File: src/rtl/pctl_pkg.sv
// ----------------------------------------------------------------------------
// pctl_pkg: shared types and constants of the PID controller
// Beat payloads, register map, pipeline snapshot and 32-bit saturation.
// ----------------------------------------------------------------------------
package pctl_pkg;

   localparam int unsigned CSR_ADDR_W = 5;

   localparam logic [2:0] REG_SETPOINT     = 3'd0;
   localparam logic [2:0] REG_GAIN_P       = 3'd1;
   localparam logic [2:0] REG_GAIN_I       = 3'd2;
   localparam logic [2:0] REG_GAIN_D       = 3'd3;
   localparam logic [2:0] REG_STEP_TIME    = 3'd4;
   localparam logic [2:0] REG_INV_STEP     = 3'd5;
   localparam logic [2:0] REG_STEP_TICKS   = 3'd6;

   localparam logic OP_SAMPLE = 1'b0;
   localparam logic OP_TICK   = 1'b1;

   localparam logic signed [31:0] CTL_MAX = 32'sh7fff_ffff;
   localparam logic signed [31:0] CTL_MIN = 32'sh8000_0000;

   typedef struct packed {
      logic               operation;
      logic signed [15:0] measured;
   } req_type;

   typedef struct packed {
      logic signed [31:0] control;
      logic               saturated;
      logic               updated;
   } rsp_type;

   typedef struct packed {
      logic signed [15:0] setpoint;
      logic signed [15:0] gain_p;
      logic signed [15:0] gain_i;
      logic signed [15:0] gain_d;
      logic [15:0]        step_time;
      logic [15:0]        inverse_step_time;
      logic [15:0]        step_ticks;
   } cfg_type;

   // loop state as seen right after one beat's update
   typedef struct packed {
      logic               tick;
      logic signed [16:0] error;
      logic signed [31:0] integral;
      logic signed [31:0] derivative;
      logic               clipped;
      logic               updated;
   } snap_type;

   function automatic logic sat_hit(input logic signed [43:0] v);
      sat_hit = (v > 44'(CTL_MAX)) || (v < 44'(CTL_MIN));
   endfunction

   function automatic logic signed [31:0] sat_value(input logic signed [43:0] v);
      if (v > 44'(CTL_MAX)) begin
         sat_value = CTL_MAX;
      end else if (v < 44'(CTL_MIN)) begin
         sat_value = CTL_MIN;
      end else begin
         sat_value = v[31:0];
      end
   endfunction

endpackage

File: src/rtl/pctl_csr.sv
// ----------------------------------------------------------------------------
// pctl_csr: configuration registers
// APB-style register file holding setpoint, gains and timing settings.
// ----------------------------------------------------------------------------
module pctl_csr (
   input  logic                               clock,
   input  logic                               reset,
   input  logic                               psel,
   input  logic                               penable,
   input  logic                               pwrite,
   input  logic [pctl_pkg::CSR_ADDR_W-1:0]    paddr,
   input  logic [31:0]                        pwdata,
   output logic [31:0]                        prdata,
   output logic                               pready,
   output pctl_pkg::cfg_type                  cfg
);
   import pctl_pkg::*;

   cfg_type    cfg_ff;
   cfg_type    cfg_in;
   logic       wr_en;
   logic [2:0] reg_idx;

   assign pready  = 1'b1;
   assign wr_en   = psel && penable && pwrite;
   assign reg_idx = paddr[4:2];
   assign cfg     = cfg_ff;

   always_comb begin
      cfg_in = cfg_ff;
      if (wr_en) begin
         case (reg_idx)
            REG_SETPOINT:   cfg_in.setpoint          = pwdata[15:0];
            REG_GAIN_P:     cfg_in.gain_p            = pwdata[15:0];
            REG_GAIN_I:     cfg_in.gain_i            = pwdata[15:0];
            REG_GAIN_D:     cfg_in.gain_d            = pwdata[15:0];
            REG_STEP_TIME:  cfg_in.step_time         = pwdata[15:0];
            REG_INV_STEP:   cfg_in.inverse_step_time = pwdata[15:0];
            REG_STEP_TICKS: cfg_in.step_ticks        = pwdata[15:0];
            default: ;
         endcase
      end
   end

   always_comb begin
      case (reg_idx)
         REG_SETPOINT:   prdata = {16'd0, cfg_ff.setpoint};
         REG_GAIN_P:     prdata = {16'd0, cfg_ff.gain_p};
         REG_GAIN_I:     prdata = {16'd0, cfg_ff.gain_i};
         REG_GAIN_D:     prdata = {16'd0, cfg_ff.gain_d};
         REG_STEP_TIME:  prdata = {16'd0, cfg_ff.step_time};
         REG_INV_STEP:   prdata = {16'd0, cfg_ff.inverse_step_time};
         REG_STEP_TICKS: prdata = {16'd0, cfg_ff.step_ticks};
         default:        prdata = 32'd0;
      endcase
   end

   always_ff @(posedge clock) begin
      if (reset) begin
         cfg_ff.setpoint          <= 16'sd0;
         cfg_ff.gain_p            <= 16'sd256;
         cfg_ff.gain_i            <= 16'sd0;
         cfg_ff.gain_d            <= 16'sd0;
         cfg_ff.step_time         <= 16'd3277;
         cfg_ff.inverse_step_time <= 16'd5120;
         cfg_ff.step_ticks        <= 16'd100;
      end else begin
         cfg_ff <= cfg_in;
      end
   end

endmodule

File: config.mk
export PLATFORM = sky130hd
export DESIGN_NAME = pctl_csr
export DESIGN_NICKNAME = d
export VERILOG_FILES = /design/src/rtl/pctl_pkg.sv /design/src/rtl/pctl_csr.sv
export SDC_FILE = /design/constraint.sdc
export NUM_CORES = 1
export LEC_CHECK = 0
export ABC_AREA = 1
export BUFFER_PORTS_ARGS = -buffer_cell sky130_fd_sc_hd__buf_2
export CORE_ASPECT_RATIO = 0.9
export CORE_MARGIN = 4
export CORE_UTILIZATION = 57
export CTS_BUF_LIST = sky130_fd_sc_hd__clkbuf_2 sky130_fd_sc_hd__clkbuf_4 sky130_fd_sc_hd__clkbuf_8
export DETAILED_ROUTE_END_ITERATION = 8
export MAX_ROUTING_LAYER = met4
export PLACE_DENSITY = 0.95
export SLEW_MARGIN = 20
export SYNTH_ARGS = -nofsm -noshare
export SYNTH_HDL_FRONTEND = slang
export SYNTH_SLANG_ARGS = --single-unit
export TNS_END_PERCENT = 1
File: constraint.sdc
create_clock -name clock -period 2.8 [get_ports clock]
set_input_delay 0.14 -clock clock [delete_from_list [all_inputs] [get_ports clock]]
set_output_delay 0.14 -clock clock [all_outputs]
set_load 0.02 [all_outputs]
After elaboration in Yosys (flattened, before gate mapping) --
Cells that the tools add are included.
Storage, ports and cells: flip-flop bits (word level) 112, latch bits 0, RAM bits 0, bits in read-only memories 0, output and inout port bits 145, word-level logic and storage cells 24, memories 0
Operators by class: add/sub/neg operators 0, $mul 0, div/mod/pow operators 0, $lt $le $gt $ge 0, equality and inequality tests 6, shifts and indexed selects 0, mux-type cells 1, bitwise logic cells 0, reductions and logical operators 10
Operators with widths (number):
- $pmux 16 s7 | 1
- $reduce_and 2->1 | 7
- $eq 3x3->1 const B | 3
- $eq 3x2->1 const B | 2
- $eq 3x1->1 const B | 1
- $logic_not 3->1 | 1
- $logic_and 1x1->1 | 2

Depth between registers and ports, before layout --
depth in word-level cells 3, mapped depth 8, mapped depth without buffers 6

Worst setup path before layout --
Ideal clock, no wire load.
kind input-to-output, start point in paddr[2] (netlist bit), end point out prdata[11], arrival 1.039 ns, setup slack 1.621 ns, stages on the path 7, buffers on the path 2, cells stage by stage buf_4 > nor2_4 > buf_1 > nand3_1 > nand2_1 > nor2_1 > nand2_1
On the way: word-level cells in the longest chain between the ends 2, elaborated cells on any way between the ends 8, classes of those cells eq/ne: 6; mux: 1; reduce/logical: 1
RTL lines:
- from (decl) | RTL line pctl_csr.sv:11 | input logic [pctl_pkg::CSR_ADDR_W-1:0] paddr,
- $eq 3x3->1, or another cell as far along | RTL line pctl_csr.sv:46 | case (reg_idx)
- $pmux 16 s7 * | RTL line pctl_csr.sv:46
- to (decl) | RTL line pctl_csr.sv:13 | output logic [31:0] prdata,
Every way passes the cells marked *; elsewhere a longest branch is shown, timed or not.

Worst setup path after layout --
start point in paddr[2] (netlist bit), end point out prdata[5]
The elaborated chain is that of the path after synthesis.

==> results list <==
* Pin slew with the least headroom to its limit: 665 ps
- Placed insts: 1122
* Die Y: 103 um
- After layout, the design draws a total of 0.00308 W.
- The H-tree generated during clock tree synthesis spans 3 levels.
- After clock tree synthesis, the setup repair step added 0 buffers.
* Met3 track demand over resource in global routing: 6.81%
- The worst pin sits at a relative slew slack of 55.6%.
- Total via count after detailed routing: 6540
- By startpoint and endpoint, the worst setup path is classified as input pin to output port.
* Number of nets at the end of the flow: 1055
- The first global-routing pass estimated 30000 um of wire.
- CP Data Required Time: 2660 ps
- The tool flagged a number of max-cap violations equal to 0.
* Initial drt markers: 1106
* Post-detailed-route via-to-cell ratio: 5.71
- In this run the clock root is driven by a sky130_fd_sc_hd__clkbuf_8.
* Reg area: 2240 um2
- Number of iterations in the first detailed-routing pass: 7
- The area growth from synthesis to layout is 15.2%.
- Leakage power figure: 3.32 nW
- The count of nets left with antenna violations once routing finished came out at 0.
- Post-DP HPWL: 13700 um
* Worst path arrival time: 1780 ps
- During placement, the flow inserted port buffers numbering 151.
* GPL Wtd Cong: 0.985
- The initial antenna violation count is 1.
* Maximum clock skew at final layout: 0 ps
- Power spread over the standard cell area amounts to 465 nW/um2.
- The floorplan has 34 rows.
- Counting distinct cell types in the post-synthesis netlist gives 19.
* Starting density of the core: 59.0%
* Area of combinational cells with multiple inputs: 2960 um2
- Of all nets on the critical path, the largest fanout is 36.
* Wirelength per Cell: 17.5 um
- Period utilisation layout: 68.5%
* Worst setup timing slack at the placement stage: 806 ps
- TritonCTS buffer count: 9
- The share of the Yosys chip area taken by registers is 39.0%.
* Die Width: 114 um
* Worst IR Drop VDD: 330 uV
* Flip-flop count of the largest register, all copies and words added: 112
* Final-report hold violation count: 0
* Capturing element type of the critical path: output port
- The clock drives 112 sinks.
* Min Tclk post-route: 1920 ps
* Average cell area after synthesis: 6.40 um2
- Final worst-path setup slack: 883 ps
- Grt peak-use layer: met2
- On the worst path, the slowest cell contributes a delay of 420 ps.
- At the later pin of the worst-skew pair, clock insertion delay measures 380 ps.
* Area enclosed by the die boundary: 11800 um2
- For this run, design rule violations remaining after detail routing come to 0.
- Total setup violations reported at the end of the flow: 0
- # fillers: 836
- For this run, the number of Yosys warnings is 0.
- Outcome: complete, no violations
- Max Buffers Root-to-Sink: 2
- Timing-limited maximum frequency: 0.522 GHz
- GR met2 Demand/Resource: 49.5%
- After clock tree synthesis, the flow added hold-fix buffers numbering 6.
- Number of gates resized after cts: 0
- Global routing used 44.4% of the available met1 tracks.
- Area of the mapped netlist: 5750 um2
* Sum of negative setup slack: 0 ps
* Largest net degree at the start of global routing: 113
- Number of max-slew violations in the final report: 0
- The worst setup path is launched from an input pin.
- Unrepaired setup endpoints after global routing: no
* IO Pins: 187
- Number of synthesized register bits: 112
* Vias in the first global route: 5651
- In the global route stage, overall resource usage came out at 34.0%.
- For this run the aggregate overflow at the end of global routing stands at 0.
* Clock transition at the register clock pins on the worst setup and hold paths after CTS: 110 ps
- The routed design has 20000 um of wire.
- In this run the standard cell core region covers 9740 um2.
- Cell-by-cell trace of the critical path: buf_2 -> inv_2 -> nand4_1 -> nand2_1 -> nor2_1 -> nand2_1 -> buf_2
* Layout cell share with drive strength beyond 1: 19.5%
* Standard cell with the maximum stage delay on the critical path: sky130_fd_sc_hd__inv_2
* Syn Inst Count: 898
- Excluding fillers, the count of instances in the completed layout stands at 1146.
- TritonCTS built the clock tree.
- In this run the worst hold path is classified as input pin to flop.
[final timing paths]
path,start,end,slack [ps],depth (start not counted)
setup reg to reg,cfg[6],cfg[6],2110,2
hold reg to reg,cfg[59],cfg[59],500,2
hold / removal,pwdata[0],cfg[32],7,3
setup / recovery,paddr[2],prdata[5],880,7
[report_power, final]
group	internal (W)	leakage (nW)	switching, W
Clock	0.000450	0.104	0.000591
Sequential	0.00161	0.905	0.0000185
Combinational	0.0000997	2.31	0.000305
[cells in the final DEF (no fill, tap or decap), drive strengths merged, types with 10 or more instances in the layout]
cell and n:
clkbuf 10, conb 17, nand4 48, buf 161, nand2 249, nand3 107
nor2 259, dfxtp 112, inv 40
[cell families after synthesis]
family | share of synthesized area [%]
buffers and inverters | 10.6
AOI/OAI and AO/OA | 0.522
and+or+nand+nor | 49.8
other | 0.131
DFF | 39.0
[through the flow]
step	utilization, %	hold slack [ps]	area [um2]
final	68.0	7.10	6630
after global routing	68.0	21.5	6620
after CTS	68.0	1.35	6620
after detailed placement	65.2	369	6350
after global placement	65.2	366	6350
after floorplan	-	266	5810
[area by class of cell]
type	instances	area share, %
multi-input cells	686	44.6
clock buffers	10	2.08
clock inverters	6	1.10
diodes	2	0.0755
well taps	126	2.38
flip-flops and latches	112	33.8
inverters	37	2.10
repair buffers	167	13.8
[worst max-delay path: cells and delay by family]
family,cells,cell delay [ps]
AND/OR/NAND/NOR,4,630
buffers and inverters,3,990
[layer usage]
layer  vias to the layer above  wire [um]
met4                         0       1210
met3                        88       2860
met5                         -          0
li1                       3025          -
met2                       531       8540
met1                      2896       7410
[cells in the mapped netlist]
| cell | instances | share of area, % |
|---|---|---|
| sky130_fd_sc_hd__nor2_1 | 247 | 16 |
| sky130_fd_sc_hd__nand2_1 | 248 | 16 |
| sky130_fd_sc_hd__nand3_1 | 102 | 8.9 |
| sky130_fd_sc_hd__buf_6 | 4 | 0.78 |
| sky130_fd_sc_hd__inv_2 | 3 | 0.20 |
| sky130_fd_sc_hd__nand3_4 | 1 | 0.30 |
| sky130_fd_sc_hd__nand4_1 | 48 | 5.2 |
| sky130_fd_sc_hd__nor2_4 | 10 | 2.0 |
| sky130_fd_sc_hd__buf_1 | 12 | 0.78 |
| sky130_fd_sc_hd__nand3_2 | 4 | 0.70 |
| sky130_fd_sc_hd__buf_2 | 24 | 2.1 |
| sky130_fd_sc_hd__conb_1 | 2 | 0.13 |
| sky130_fd_sc_hd__nor2_2 | 2 | 0.22 |
| sky130_fd_sc_hd__dfxtp_1 | 112 | 39 |
| sky130_fd_sc_hd__buf_4 | 31 | 4.0 |
| sky130_fd_sc_hd__o21ai_0 | 6 | 0.52 |
| sky130_fd_sc_hd__inv_1 | 34 | 2.2 |
| sky130_fd_sc_hd__clkbuf_1 | 7 | 0.46 |
| sky130_fd_sc_hd__nand2_4 | 1 | 0.20 |
No activity file was read; power rests on OpenSTA's default activity.
