===== src/rtl/pctl_pkg.sv =====
// ----------------------------------------------------------------------------
// pctl_pkg: shared types and constants of the PID controller
// Beat payloads, register map, pipeline snapshot and 32-bit saturation.
// ----------------------------------------------------------------------------
package pctl_pkg;

   localparam int unsigned CSR_ADDR_W = 5;

   localparam logic [2:0] REG_SETPOINT     = 3'd0;
   localparam logic [2:0] REG_GAIN_P       = 3'd1;
   localparam logic [2:0] REG_GAIN_I       = 3'd2;
   localparam logic [2:0] REG_GAIN_D       = 3'd3;
   localparam logic [2:0] REG_STEP_TIME    = 3'd4;
   localparam logic [2:0] REG_INV_STEP     = 3'd5;
   localparam logic [2:0] REG_STEP_TICKS   = 3'd6;

   localparam logic OP_SAMPLE = 1'b0;
   localparam logic OP_TICK   = 1'b1;

   localparam logic signed [31:0] CTL_MAX = 32'sh7fff_ffff;
   localparam logic signed [31:0] CTL_MIN = 32'sh8000_0000;

   typedef struct packed {
      logic               operation;
      logic signed [15:0] measured;
   } req_type;

   typedef struct packed {
      logic signed [31:0] control;
      logic               saturated;
      logic               updated;
   } rsp_type;

   typedef struct packed {
      logic signed [15:0] setpoint;
      logic signed [15:0] gain_p;
      logic signed [15:0] gain_i;
      logic signed [15:0] gain_d;
      logic [15:0]        step_time;
      logic [15:0]        inverse_step_time;
      logic [15:0]        step_ticks;
   } cfg_type;

   // loop state as seen right after one beat's update
   typedef struct packed {
      logic               tick;
      logic signed [16:0] error;
      logic signed [31:0] integral;
      logic signed [31:0] derivative;
      logic               clipped;
      logic               updated;
   } snap_type;

   function automatic logic sat_hit(input logic signed [43:0] v);
      sat_hit = (v > 44'(CTL_MAX)) || (v < 44'(CTL_MIN));
   endfunction

   function automatic logic signed [31:0] sat_value(input logic signed [43:0] v);
      if (v > 44'(CTL_MAX)) begin
         sat_value = CTL_MAX;
      end else if (v < 44'(CTL_MIN)) begin
         sat_value = CTL_MIN;
      end else begin
         sat_value = v[31:0];
      end
   endfunction

endpackage


===== src/rtl/pctl_output.sv =====
// ----------------------------------------------------------------------------
// pctl_output: gain products and control sum
// Multiplies the snapshot by the gains, then sums and saturates the result.
// ----------------------------------------------------------------------------
module pctl_output (
   input  logic                 clock,
   input  logic                 load_prod,
   input  logic                 load_rsp,
   input  pctl_pkg::snap_type   snap,
   input  pctl_pkg::cfg_type    cfg,
   output pctl_pkg::rsp_type    rsp_data
);
   import pctl_pkg::*;

   logic signed [32:0] p_prod_ff;
   logic signed [32:0] p_prod_in;
   logic signed [47:0] i_prod_ff;
   logic signed [47:0] i_prod_in;
   logic signed [47:0] d_prod_ff;
   logic signed [47:0] d_prod_in;
   logic               clip_ff;
   logic               upd_ff;

   logic signed [43:0] ctl_sum;
   rsp_type            rsp_ff;
   rsp_type            rsp_in;

   assign rsp_data = rsp_ff;

   always_comb begin
      p_prod_in = cfg.gain_p * snap.error;
      i_prod_in = cfg.gain_i * snap.integral;
      d_prod_in = cfg.gain_d * snap.derivative;
   end

   // proportional term is Q.8, the others Q.24: bring all to Q16.16
   always_comb begin
      ctl_sum = (44'(p_prod_ff) <<< 8) + 44'(i_prod_ff >>> 8) + 44'(d_prod_ff >>> 8);
      rsp_in.control   = sat_value(ctl_sum);
      rsp_in.saturated = clip_ff || sat_hit(ctl_sum);
      rsp_in.updated   = upd_ff;
   end

   always_ff @(posedge clock) begin
      if (load_prod) begin
         p_prod_ff <= p_prod_in;
         i_prod_ff <= i_prod_in;
         d_prod_ff <= d_prod_in;
         clip_ff   <= snap.clipped;
         upd_ff    <= snap.updated;
      end
      if (load_rsp) begin
         rsp_ff <= rsp_in;
      end
   end

endmodule


===== config.mk =====
export PLATFORM = sky130hd
export DESIGN_NAME = pctl_output
export DESIGN_NICKNAME = d
export VERILOG_FILES = /design/src/rtl/pctl_pkg.sv /design/src/rtl/pctl_output.sv
export SDC_FILE = /design/constraint.sdc
export NUM_CORES = 2
export LEC_CHECK = 0
export ABC_AREA = 1
export BUFFER_PORTS_ARGS = -buffer_cell sky130_fd_sc_hd__buf_2
export CORE_MARGIN = 5
export CORE_UTILIZATION = 51
export CTS_CLUSTER_SIZE = 12
export DETAILED_ROUTE_END_ITERATION = 16
export GPL_TIMING_DRIVEN = 0
export PLACE_DENSITY = 0.69
export SETUP_SLACK_MARGIN = 0.3
export SLEW_MARGIN = 25
export SYNTH_ARGS = -nofsm -noshare
export SYNTH_HDL_FRONTEND = slang
export SYNTH_SLANG_ARGS = --single-unit

===== constraint.sdc =====
create_clock -name clock -period 6.7 [get_ports clock]
set_input_delay 0.67 -clock clock [delete_from_list [all_inputs] [get_ports clock]]
set_output_delay 0.67 -clock clock [all_outputs]
set_load 0.1 [all_outputs]

After elaboration in Yosys (flattened, before gate mapping). Cells that the tools add are included.

Latch bits: 0. Memories kept: 0. RAM bits: 0. Output and inout port bits: 34. Flip-flop bits (word level): 165. Input port bits: 199. Memory bits (read-only): 0.

$lt $le $gt $ge: 2. Divide/modulo/power cells: 0. Equality and inequality tests: 0. Shift operators: 0. Reductions and logical operators: 2. Bitwise gates (word level): 0. Add/sub/neg operators: 2. $mul: 3. Mux-type cells: 1.

Operators by type and width (count): $mul A16 B32 Y48 (2); $add A42 B40 Y43 (1); $gt A43 B32 Y1 const B (1); $lt A43 B32 Y1 const B (1); $add A41 B40 Y42 (1); $mul A16 B17 Y33 (1); $mux W32 (1); $logic_or A1 B1 Y1 (2).

Depth between registers and ports, before layout.
Word-level depth: 5. Depth in mapped cells: 28. Mapped depth without buffers: 26.

Least setup slack after synthesis. OpenSTA, ideal clock, no wires.

Path type: input to register. Start point: in cfg[81] (netlist name). End point: reg p_prod_ff[29] (data pin). Stages: 25. Slack: 0.433 ns. Library setup time: 0.260 ns. Arrival time: 6.007 ns. Cell sequence: clkbuf_1 -> clkbuf_1 -> nand2_1 -> fa_1 -> inv_1 -> fa_1 -> inv_1 -> fa_1 -> fa_1 -> inv_1 -> fa_1 -> inv_1 -> fa_1 -> inv_1 -> ha_1 -> nand2_1 -> nor2_1 -> nor3b_1 -> a21oi_1 -> o21ai_1 -> nand2_1 -> o21ai_1 -> nand2_1 -> nand2_1 -> xor2_1.

Cells in the longest elaborated chain, start to end: 1.

Ends and longest elaborated chain: start: declaration (line pctl_output.sv:10) `input pctl_pkg::cfg_type cfg,`; $mul A16 B17 Y33 (line pctl_output.sv:31) `p_prod_in = cfg.gain_p * snap.error;`; named net p_prod_in[29] (line pctl_output.sv:16) `logic signed [32:0] p_prod_in;`; end signal: assignment (line pctl_output.sv:46) `p_prod_ff <= p_prod_in;`; end: declaration (line pctl_output.sv:15) `logic signed [32:0] p_prod_ff;`.

The timed path passes the listed nets, and every way through them passes these cells. A chain may end at the register's enable or synchronous reset.

Worst setup path in the final report.
Start point: in cfg[57] (netlist name). End point: reg d_prod_ff[25] (data pin).

Cells in the longest elaborated chain, start to end: 1.

Ends and longest elaborated chain: $mul A16 B32 Y48 (line pctl_output.sv:33) `d_prod_in = cfg.gain_d * snap.derivative;`; named net d_prod_in[25] (line pctl_output.sv:20) `logic signed [47:0] d_prod_in;`; end signal: assignment (line pctl_output.sv:48) `d_prod_ff <= d_prod_in;`; end: declaration (line pctl_output.sv:19) `logic signed [47:0] d_prod_ff;`.

The timed path passes the listed nets, and every way through them passes these cells.

==> summary.txt <==
Run status
  • Status: finished, final reports clean

Cells and area
  • Fill cells: 10.31k
  • Multi-input logic area: 42500 um2
  • Ant diodes: 0
  • Synthesis-to-finish area growth: 6.416%
  • Register area: 4474 um2
  • Share of cells above drive strength 1: 0.06328
  • Nets: 8997
  • Post-route insts no fill: 8651

Detailed routing
  • Routed WL per cell: 18.30 um
  • Drt pass-1 iters: 8
  • Routed WL: 158400 um
  • Met1 WL: 64560 um
  • WL met3: 12670 um
  • WL met2: 75250 um
  • Antenna Violating Nets Remaining: 0
  • Drc violations: 0
  • First-iteration detailed-routing DRC count: 3335
  • DR vias/cell: 5.085
  • Via count: 43.99k
  • Max Used Layer: met4

Placed design
  • I/O Buffers: 93
  • Dpl cells: 8612
  • Gpl congestion: 0.9642
  • HPWL Detailed: 139700 um

Critical path
  • WP data required: 6.89 ns
  • CP peak stage delay: 0.58 ns
  • Nature of the critical path endpoint: register
  • CP max FO: 10
  • CP Buf/Inv Count: 7
  • Crit path kind: in -> reg
  • Setup slack, reg-to-reg: 2.70 ns
  • Critical Path Slowest Stage Cell: fa_1
  • Reg2Reg Launch Point: d_prod_ff[9]$_DFFE_PP_
  • Worst-path cell chain: buf_2 > clkbuf_4 > nand2_1 > fa_1 > inv_1 > fa_1 > inv_1 > fa_1 > inv_1 > fa_1 > fa_1 > inv_1 > fa_1 > inv_1 > ha_2 > nand2_1 > nor2_1 > nand2_1 > nor2_1 > nand2_1 > nand4_1 > nand2_1 > nand2_1 > xor2_1
  • Crit path DAT: 6.45 ns
  • CP Launch Type: input port
  • Cell family with most CP delay: adder cells
  • Critical path launch point: cfg[57]

Synthesis
  • Yosys cell types: 44
  • Mapped Area: 56150 um2
  • Adder-cell area share of the yosys netlist: 0.5355
  • Syn avg cell area: 7.973 um2
  • Simple-gate share of the synthesized area: 0.1590
  • Cell count after synthesis: 7042
  • Syn Nets: 8876
  • Mux contribution to synthesized area: 0
  • Yosys reg bits: 149
  • Post-synthesis compound-gate area fraction: 0.03634
  • Post-synthesis sequential area ratio: 0.07969
  • Main synth FF type: edfxtp_1
  • Post-synth EDFFs: 149
  • Largest family of logic cells by synthesized area: adder cells
  • Ys async rst share: 0
  • XOR/XNOR Fraction of Synth Area: 0.02433
  • Synth warnings: 0

CTS
  • CTS tree: built
  • Root buf cell: clkbuf_16
  • Worst-path clk slew: 0.06 ns
  • CTS sink cnt: 149
  • Total CTS buffers: 17
  • Worst-skew pair later-pin latency: 0.45 ns
  • Hold buffers post-CTS: 0
  • Htree depth: 4
  • CTS max path bufs: 2

Die
  • Core area: 109200 um2
  • # IOs: 233
  • Die area: 116800 um2
  • Die width: 341.8 um
  • Initial core utilization: 0.5144
  • Die Height: 341.8 um
  • Row cnt: 121

STA
  • Max_slew headroom: 0.5043
  • Setup Viol. Count Final: 0
  • Slew Viols, Final: 0
  • Clock Skews: 0.01524 ns
  • Measured slew at the worst slew-check pin: 0.7436 ns
  • RSZ-0062 raised after global routing: true
  • Tmin final: 6.264 ns
  • Final hold vios: 0
  • Fmax: 0.1596 GHz
  • Fin crit share: 0.9350

Global route
  • Total gr overflow: 0
  • Largest net degree at the start of global routing: 66
  • Vias in the first global route: 46.04k
  • Antenna violations before repair: 1
  • GRT Overall Usage: 0.2777
  • First-pass GRT wire length: 253100 um

Worst hold path
  • Worst Hold Class: in -> reg
  • Hold Path Origin: snap[1]

Job
  • Max_cap viols: 0
[area by class of cell]
cell class | count | area share
inverter | 2186 | 0.1373
buffer | 273 | 0.02659
clock inverter | 11 | 0.002136
clock buffer | 20 | 0.007308
timing repair buffer | 102 | 0.009486
multi-input combinational | 4434 | 0.7114
tap | 1476 | 0.03091
sequential | 149 | 0.07488
[per-stage QoR]
step	worst slack (ns)	instance area [um2]	util	hold WS, ns	setup TNS, ns
global route	0.2420	59750	0.5474	0.3865	0
detailed placement	-0.8124	58490	0.5359	0.4157	-30.65
floorplan	0.4334	56150	-	0.4003	0
global placement	-0.8293	58460	0.5356	0.4087	-30.81
CTS	0.2903	59270	0.5430	0.3768	0
finish	0.4358	59750	0.5474	0.4067	0
[state kept, by name (all words and copies together) (netlist names)]
name	count
clip_ff	1
rsp_data	34
p_prod_ff	33
i_prod_ff	40
d_prod_ff	40
upd_ff	1
[worst paths after layout]
check / endpoint / depth (start not counted)
worst max-delay path: d_prod_ff[25]$_DFFE_PP_ / 24
worst min-delay path: clip_ff$_DFFE_PP_ / 1
worst max register to register: rsp_data[4]$_SDFFCE_PN1P_ / 21
worst min register to register: rsp_data[0]$_DFFE_PP_ / 0
[per-layer routing]
layer,global-route usage,vias up
met5,0,-
met4,0.08469,0
met3,0.04003,297
met2,0.4640,1753
met1,0.3788,21800
li1,-,20150
[synth_stat cells (5+ instances only)]
master | count | share of area
o21ai_0 | 78 | 0.0070
nand3_2 | 6 | 0.0011
nand4_1 | 20 | 0.0022
fa_1 | 1280 | 0.46
a21oi_1 | 196 | 0.017
o21bai_1 | 11 | 0.0015
a21o_1 | 10 | 0.0013
ha_1 | 355 | 0.079
nor2_2 | 10 | 0.0011
xor2_1 | 97 | 0.015
xnor2_1 | 59 | 0.0092
inv_1 | 2180 | 0.15
nor3_1 | 26 | 0.0023
edfxtp_1 | 149 | 0.080
o21ai_1 | 7 | 0.00062
a31oi_1 | 26 | 0.0029
nand2_1 | 1837 | 0.12
o21a_1 | 15 | 0.0020
nor2_1 | 255 | 0.017
a211oi_1 | 9 | 0.0012
clkbuf_1 | 266 | 0.018
nand2_2 | 8 | 0.00089
or2_2 | 17 | 0.0019
nand3_1 | 76 | 0.0068
nor4_1 | 5 | 0.00056
buf_6 | 6 | 0.0012
[worst register-to-register path: stages, from the launching register on]
cell      delay, ns
edfxtp_1       0.53
ha_1           0.35
ha_1           0.19
inv_1          0.09
fa_1           0.47
inv_1          0.11
nand3_1        0.08
nand2_2        0.14
nand2_1        0.06
nand2_1        0.18
nand2_1        0.10
nand2_1        0.18
nand2_1        0.11
nand2_1        0.08
nand2_1        0.04
nand2_1        0.12
nand3_1        0.09
nor2_1         0.14
nand3_1        0.24
nand2_2        0.22
buf_6          0.16
nand2_1        0.07
[cells in the final DEF (no fill, tap or decap), drive strengths merged]
cell type / n
inv: 2186
nand2: 1847
fa: 1280
ha: 355
nor2: 266
clkbuf: 243
a21oi: 196
buf: 152
edfxtp: 149
xor2: 97
o21ai: 86
nand3: 82
xnor2: 59
nor3: 30
a31oi: 26
nand4: 20
or2: 17
o21a: 15
o21bai: 11
a21o: 10
a211oi: 9
clkinv: 7
nor4: 5
and3: 4
o31ai: 4
a21boi: 4
o221a: 2
a221oi: 2
nand3b: 2
bufinv: 2
clkinvlp: 2
nor3b: 1
o2111ai: 1
and2: 1
o221ai: 1
o211ai: 1
[logic make-up after synthesis]
| kind of cell | Yosys count |
|---|---|
| AOI/OAI and AO/OA | 368 |
| xor gates and xnor gates | 156 |
| adders and majority gates | 1635 |
| buffers and inverters | 2459 |
| DFF | 149 |
| and+or+nand+nor | 2275 |
[repair_timing]
| item | in CTS | in global routing |
|---|---|---|
| endpoints found under the hold margin | 0 | 0 |
| cloned | 0 | 0 |
| endpoints found under the setup margin | 65 | 59 |
| setup buffers | 0 | 8 |
| resized for setup | 160 | 393 |
| pin swaps | 0 | 6 |
Power is left out: the tool's default activity adds up to more than one toggle a clock period on the data nets, which glitch-free logic cannot reach.
