**config.mk**
```make
export PLATFORM = sky130hd
export DESIGN_NAME = pctl_update
export DESIGN_NICKNAME = d
export VERILOG_FILES = /design/src/rtl/pctl_pkg.sv /design/src/rtl/pctl_update.sv
export SDC_FILE = /design/constraint.sdc
export NUM_CORES = 2
export LEC_CHECK = 0
export BUFFER_PORTS_ARGS = -buffer_cell sky130_fd_sc_hd__buf_2
export CAP_MARGIN = 30
export CORE_MARGIN = 2
export CORE_UTILIZATION = 60
export DETAILED_ROUTE_END_ITERATION = 6
export PLACE_DENSITY = 0.89
export SLEW_MARGIN = 10
export SYNTH_ARGS = -nofsm -noshare
export SYNTH_HDL_FRONTEND = slang
export SYNTH_SLANG_ARGS = --single-unit
```
**constraint.sdc**
```tcl
create_clock -name clock -period 17 [get_ports clock]
set_clock_uncertainty 0.1 [all_clocks]
set_input_delay 2.55 -clock clock [delete_from_list [all_inputs] [get_ports clock]]
set_output_delay 2.55 -clock clock [all_outputs]
set_load 0.02 [all_outputs]
```
**src/rtl/pctl_pkg.sv**
```systemverilog
// ----------------------------------------------------------------------------
// pctl_pkg: shared types and constants of the PID controller
// Beat payloads, register map, pipeline snapshot and 32-bit saturation.
// ----------------------------------------------------------------------------
package pctl_pkg;

   localparam int unsigned CSR_ADDR_W = 5;

   localparam logic [2:0] REG_SETPOINT     = 3'd0;
   localparam logic [2:0] REG_GAIN_P       = 3'd1;
   localparam logic [2:0] REG_GAIN_I       = 3'd2;
   localparam logic [2:0] REG_GAIN_D       = 3'd3;
   localparam logic [2:0] REG_STEP_TIME    = 3'd4;
   localparam logic [2:0] REG_INV_STEP     = 3'd5;
   localparam logic [2:0] REG_STEP_TICKS   = 3'd6;

   localparam logic OP_SAMPLE = 1'b0;
   localparam logic OP_TICK   = 1'b1;

   localparam logic signed [31:0] CTL_MAX = 32'sh7fff_ffff;
   localparam logic signed [31:0] CTL_MIN = 32'sh8000_0000;

   typedef struct packed {
      logic               operation;
      logic signed [15:0] measured;
   } req_type;

   typedef struct packed {
      logic signed [31:0] control;
      logic               saturated;
      logic               updated;
   } rsp_type;

   typedef struct packed {
      logic signed [15:0] setpoint;
      logic signed [15:0] gain_p;
      logic signed [15:0] gain_i;
      logic signed [15:0] gain_d;
      logic [15:0]        step_time;
      logic [15:0]        inverse_step_time;
      logic [15:0]        step_ticks;
   } cfg_type;

   // loop state as seen right after one beat's update
   typedef struct packed {
      logic               tick;
      logic signed [16:0] error;
      logic signed [31:0] integral;
      logic signed [31:0] derivative;
      logic               clipped;
      logic               updated;
   } snap_type;

   function automatic logic sat_hit(input logic signed [43:0] v);
      sat_hit = (v > 44'(CTL_MAX)) || (v < 44'(CTL_MIN));
   endfunction

   function automatic logic signed [31:0] sat_value(input logic signed [43:0] v);
      if (v > 44'(CTL_MAX)) begin
         sat_value = CTL_MAX;
      end else if (v < 44'(CTL_MIN)) begin
         sat_value = CTL_MIN;
      end else begin
         sat_value = v[31:0];
      end
   endfunction

endpackage

```
**src/rtl/pctl_update.sv**
```systemverilog
// ----------------------------------------------------------------------------
// pctl_update: input register and loop state update
// Holds the error, integral, derivative and tick count; emits a snapshot.
// ----------------------------------------------------------------------------
module pctl_update (
   input  logic                 clock,
   input  logic                 reset,
   input  logic                 load_in,
   input  logic                 load_snap,
   input  pctl_pkg::req_type    req_data,
   input  pctl_pkg::cfg_type    cfg,
   output pctl_pkg::snap_type   snap
);
   import pctl_pkg::*;

   req_type            item_ff;
   snap_type           snap_ff;
   snap_type           snap_in;

   logic signed [16:0] cur_err_ff;
   logic signed [16:0] cur_err_in;
   logic signed [16:0] prev_err_ff;
   logic signed [16:0] prev_err_in;
   logic signed [31:0] integral_ff;
   logic signed [31:0] integral_in;
   logic signed [31:0] deriv_ff;
   logic signed [31:0] deriv_in;
   logic [15:0]        tick_ff;
   logic [15:0]        tick_in;

   logic [15:0]        limit;
   logic               hit;
   logic signed [33:0] integ_prod;
   logic signed [43:0] integ_sum;
   logic signed [17:0] diff;
   logic signed [34:0] deriv_prod;
   logic signed [43:0] deriv_scaled;

   assign snap = snap_ff;

   always_comb begin
      limit        = (cfg.step_ticks == 16'd0) ? 16'd1 : cfg.step_ticks;
      hit          = ({1'b0, tick_ff} + 17'd1) >= {1'b0, limit};
      integ_prod   = cur_err_ff * $signed({1'b0, cfg.step_time});
      integ_sum    = 44'(integral_ff) + 44'(integ_prod);
      diff         = 18'(cur_err_ff) - 18'(prev_err_ff);
      deriv_prod   = diff * $signed({1'b0, cfg.inverse_step_time});
      deriv_scaled = 44'(deriv_prod) <<< 8;

      cur_err_in  = cur_err_ff;
      prev_err_in = prev_err_ff;
      integral_in = integral_ff;
      deriv_in    = deriv_ff;
      tick_in     = tick_ff;
      snap_in.clipped = 1'b0;
      snap_in.updated = 1'b0;

      if (item_ff.operation == OP_SAMPLE) begin
         cur_err_in = 17'(cfg.setpoint) - 17'(item_ff.measured);
      end else if (hit) begin
         integral_in     = sat_value(integ_sum);
         deriv_in        = sat_value(deriv_scaled);
         prev_err_in     = cur_err_ff;
         tick_in         = 16'd0;
         snap_in.clipped = sat_hit(integ_sum) || sat_hit(deriv_scaled);
         snap_in.updated = 1'b1;
      end else begin
         tick_in = tick_ff + 16'd1;
      end

      snap_in.tick       = (item_ff.operation == OP_TICK);
      snap_in.error      = cur_err_in;
      snap_in.integral   = integral_in;
      snap_in.derivative = deriv_in;
   end

   always_ff @(posedge clock) begin
      if (load_in) begin
         item_ff <= req_data;
      end
      if (load_snap) begin
         snap_ff <= snap_in;
      end
   end

   always_ff @(posedge clock) begin
      if (reset) begin
         cur_err_ff  <= 17'sd0;
         prev_err_ff <= 17'sd0;
         integral_ff <= 32'sd0;
         deriv_ff    <= 32'sd0;
         tick_ff     <= 16'd0;
      end else if (load_snap) begin
         cur_err_ff  <= cur_err_in;
         prev_err_ff <= prev_err_in;
         integral_ff <= integral_in;
         deriv_ff    <= deriv_in;
         tick_ff     <= tick_in;
      end
   end

endmodule

```
[After elaboration in Yosys (flattened, before gate mapping)]
Cells that the tools add are included.
Storage, ports and cells
  bits in registers: 215
  logic and storage cells: 44
  output and inout port bits: 84
  input bits: 133
Operators by class
  multipliers: 2
  add/subtract/negate cells: 5
  order comparisons: 5
  reduce and logical (&&, ||, !) cells: 7
  mux-type cells: 12
Operators by type and width (number)
  $mux W32: 8
  $gt A43 B32 Y1 const B: 1
  $lt A43 B32 Y1 const B: 1
  $add A32 B34 Y35: 1
  $gt A35 B32 Y1 const B: 1
  $lt A35 B32 Y1 const B: 1
  $mul A18 B17 Y35: 1
  $mul A17 B17 Y34: 1
  $mux W16: 2
  $sub A17 B17 Y18: 1
  $add A16 B1 Y17 const B: 1
  $ge A17 B16 Y1: 1
  $mux W17: 1
  $sub A16 B16 Y17: 1
  $add A16 B1 Y16 const B: 1
  $logic_not A16 Y1: 1
  $reduce_and A2 Y1: 2
  $logic_or A1 B1 Y1: 3
  $reduce_and A3 Y1: 1
  $mux W1: 1

[Longest topological paths before layout]
  depth after elaboration: 7
  mapped depth: 42
  mapped depth without buffers: 39

[Worst setup path after synthesis]
Ideal clock, no wire load.
  path kind: input to register
  start: input cfg[23] (netlist name)
  end: register snap_ff, in the netlist snap[2] (data pin)
  data required time: 16646 ps
  arrival: 9233 ps
  library setup time: 254 ps
  cell stages on the path: 28
  slack: 7413 ps
  path buffers: 5
  cells stage by stage: clkbuf_1 -> clkbuf_1 -> nand2_1 -> fa_1 -> inv_1 -> fa_1 -> clkbuf_1 -> xnor2_1 -> xnor2_1 -> fa_1 -> fa_1 -> inv_1 -> fa_1 -> inv_1 -> ha_1 -> buf_2 -> nand2_1 -> o211ai_1 -> nand2_1 -> or4_1 -> mux2i_1 -> nor3_1 -> a2111oi_4 -> nand4_1 -> or3_4 -> and3_4 -> buf_6 -> a21o_1
On the way
  cells in the longest elaborated chain, start to end: 5
Ends and longest elaborated chain
  start: declaration: RTL line pctl_update.sv:11  | input pctl_pkg::cfg_type cfg,
  $mul A18 B17 Y35: RTL line pctl_update.sv:47  | deriv_prod = diff * $signed({1'b0, cfg.inverse_step_time});
  $gt A43 B32 Y1: RTL line pctl_pkg.sv:59  | if (v > 44'(CTL_MAX)) begin
  $mux W32: RTL line pctl_pkg.sv:59
  $mux W32: RTL line pctl_update.sv:60  | end else if (hit) begin
  $mux W32: RTL line pctl_update.sv:58  | if (item_ff.operation == OP_SAMPLE) begin
  net deriv_in[0]: RTL line pctl_update.sv:27  | logic signed [31:0] deriv_in;
  end signal: assignment: RTL line pctl_update.sv:82  | snap_ff <= snap_in;
  end: declaration: RTL line pctl_update.sv:17  | snap_type snap_ff;
The timed path passes the listed nets, and every way through them passes these cells.
A chain may end at the register's enable or synchronous reset.

[Final worst setup path]
  start: register cur_err_ff[0]
  end: register snap_ff, in the netlist snap[32] (data pin)
On the way
  cells in the longest elaborated chain, start to end: 7
  elaborated cells between the ends (all ways): 8
  classes of those cells: add/sub: 1; mul: 1; order compare: 2; mux: 4
Ends and longest elaborated chain
  start: declaration: RTL line pctl_update.sv:20  | logic signed [16:0] cur_err_ff;
  start signal: assignment: RTL line pctl_update.sv:94  | cur_err_ff <= cur_err_in;
  $sub A17 B17 Y18 (*): RTL line pctl_update.sv:46  | diff = 18'(cur_err_ff) - 18'(prev_err_ff);
  $mul A18 B17 Y35 (*): RTL line pctl_update.sv:47
  $lt A43 B32 Y1: RTL line pctl_pkg.sv:61  | end else if (v < 44'(CTL_MIN)) begin
  $mux W32: RTL line pctl_pkg.sv:61
  $mux W32 (*): RTL line pctl_pkg.sv:59
  $mux W32 (*): RTL line pctl_update.sv:60
  $mux W32 (*): RTL line pctl_update.sv:58
  net deriv_in[30]: RTL line pctl_update.sv:27
The timed path passes the listed nets; every way through them passes the cells marked *.

==> results.cfg <==
[status]
status = finished, final reports clean

[place]
gp_congestion = 0.9144
numPortBuffers = 168
hpwl_um = 65090

[clock_tree]
cts_max_level = 1
cts-root-buf = clkbuf_16
clock_path_buffers = 3
cts_setup_buffers = 0
clock_latency_ns = 0.55
numCtsBuffers = 24
ctsHoldBuffers = 0
clock_sinks = 215
clkTransAtPathRegs_ns = 0.07
cts_tree = yes
post_cts_resized = 0

[drt]
drt-met1-wl_um = 31080
via_per_inst = 5.765
wl_um = 84430
antenna_left = 0
met2WireLength_um = 40910
vias = 26550
drt_first_iter_violations = 2165
routed.top_layer = met4
avgRoutedWirePerCell_um = 18.34
wl_met3_um = 9338
drc = 0
dr.pass1.iters = 6

[worst_setup_path]
cpPeakStageDelay_ns = 0.81
slowest_stage = xnor2_1
crit_path_start_kind = register
cp_common_cell = fa_1
setup.worst_path.class = reg -> reg
critPathCaptureType = register
critPathArrivalTime_ns = 11.41
crit_path_max_fanout = 23
crit_required_ns = 17.11

[logic_synthesis]
yosys.area_share.xor_xnor = 0.02672
ys_seq_area_frac = 0.1561
synth_seq_cells = 215
syn_avg_cell_area_um2 = 9.025
synth_fa_ha_area_frac = 0.4472
ys_warn_count = 0
synth_simple_gate_area_frac = 0.1558
async_flop_share = 0
ys_types = 82
synth_top_family_by_area = adder cells
syn_nets = 4748
synth_edf_count = 101
synth.area.mux_share = 0.004741
netlist_instances = 3772
ys.flop_type = dfxtp_1
synth_compound_area_frac = 0.09512
synthesis.area_mm2 = 0.03404

[floorplanning]
start_util = 0.6049
rows = 87
die_area_mm2 = 0.05866
io_pins = 217
die_x_um = 242.2
core_area_mm2 = 0.05628
die_h_um = 242.2

[timing]
slew_viol_final = 0
period_minus_slack_ns = 11.30
hold_ws_ns = 0.3591
tns_ns = 0
rsz0062_at_grt = false
timing.fmax_mhz = 88.49
relSlewSlack = 0.3137
setup_viol = 0
hold_violations = 0
worstMarginPinSlew_ns = 1.028
period_share = 0.6647

[cells_and_area]
syn_to_final_growth_pct = 6.722
regArea_mm2 = 0.005315
fin_nets = 4800
utilization = 0.6456
n_fill_cell = 4219
multi_input_area_mm2 = 0.02490
drive_gt1_frac = 0.07913

[flow_run]
maxCapViolCount = 0

[grt]
grt_usage = 0.2902
grt_max_degree = 70
grt_pass1_wl_um = 137500
grt_pass1_vias = 28080
grt_overflow = 0
antenna_found_initial = 7

[hold_path]
hp-class = reg -> reg
-- cell families after synthesis --
kind of cell	Yosys count
buffers and inverters	1016
multiplexers	16
AO/OA/AOI/OAI	484
flip-flops	215
AND/OR/NAND/NOR	1089
adder cells (fa/ha/maj)	849
XOR/XNOR	103
-- layout by cell type, fill, tap and decap left out, types with 36 or more instances in the layout --
cell type and n:
buf_4 42, a21oi_1 148, edfxtp_1 101, a211oi_1 36, and2_1 235, nand2_1 472, fa_1 615, xnor2_1 58
dfxtp_1 114, ha_1 228, o21ai_0 82, buf_2 166, inv_1 829, a21o_1 45, nand3_1 70, nor2_1 133
xor2_1 40
-- flip-flops by register name (all words and copies together), names as in the netlist --
name,count
prev_err_ff,17
integral_ff,32
deriv_ff,32
cur_err_ff,17
tick_ff,16
item_ff,17
snap,84
-- worst max-delay path: cells and delay by family (launching register included) --
| family | cells | cell delay [ns] |
|---|---|---|
| adder cells (fa/ha/maj) | 7 | 3.43 |
| AO/OA/AOI/OAI | 12 | 2.85 |
| AND/OR/NAND/NOR | 9 | 2.02 |
| XOR/XNOR | 2 | 1.02 |
| flip-flops | 1 | 0.72 |
| buffers and inverters | 4 | 0.60 |
| multiplexers | 1 | 0.20 |
-- synthesized netlist by cell type, types with 23 or more instances --
library cell / instances / area [µm²]
inv_1: 829 / 3112
fa_1: 615 / 12310
nand2_1: 473 / 1775
and2_1: 235 / 1470
ha_1: 228 / 2853
clkbuf_1: 153 / 574.3
a21oi_1: 148 / 740.7
nor2_1: 135 / 506.7
dfxtp_1: 114 / 2282
edfxtp_1: 101 / 3033
o21ai_0: 82 / 410.4
nand3_1: 70 / 350.3
xnor2_1: 61 / 534.3
a21o_1: 45 / 337.8
xor2_1: 41 / 359.1
a211oi_1: 37 / 277.8
a22oi_1: 29 / 217.7
nor2b_1: 27 / 168.9
nor3_1: 23 / 115.1
-- through the flow --
stage / cell area (µm²) / setup slack [ns] / cells
after floorplan: 34040 / 7.413 / 3772
final: 36330 / 5.700 / 4605
after global routing: 36330 / 5.017 / 4605
after global placement: 35400 / 6.341 / 4546
after detailed placement: 35460 / 5.990 / 4551
after CTS: 36290 / 5.905 / 4595
-- final timing paths --
check / from / endpoint / slack [ns] / cells past startpoint
hold reg to reg: prev_err_ff[15]$_SDFFE_PP0P_ / prev_err_ff[15]$_SDFFE_PP0P_ / 0.36 / 2
setup reg to reg: cur_err_ff[0]$_SDFFE_PP0P_ / snap[32]$_DFFE_PP_ / 5.70 / 35
hold / removal: prev_err_ff[15]$_SDFFE_PP0P_ / prev_err_ff[15]$_SDFFE_PP0P_ / 0.36 / 2
setup / recovery: cur_err_ff[0]$_SDFFE_PP0P_ / snap[32]$_DFFE_PP_ / 5.70 / 35
-- final cells by class --
class / count / area share
multi-input combinational: 2541 / 0.6854
clock inverter: 16 / 0.004959
timing repair buffer: 212 / 0.03323
antenna: 7 / 0.0004821
tap: 756 / 0.02603
clock buffer: 28 / 0.01780
inverter: 830 / 0.08575
sequential: 215 / 0.1463
-- metal layers --
layer / track usage / up-vias
met4: 0.1066 / 0
met3: 0.06802 / 258
li1: - / 11780
met5: 0 / -
met2: 0.4917 / 1424
met1: 0.3639 / 13080
Power is left out: the tool's default activity adds up to more than one toggle a clock period on the data nets, which glitch-free logic cannot reach.
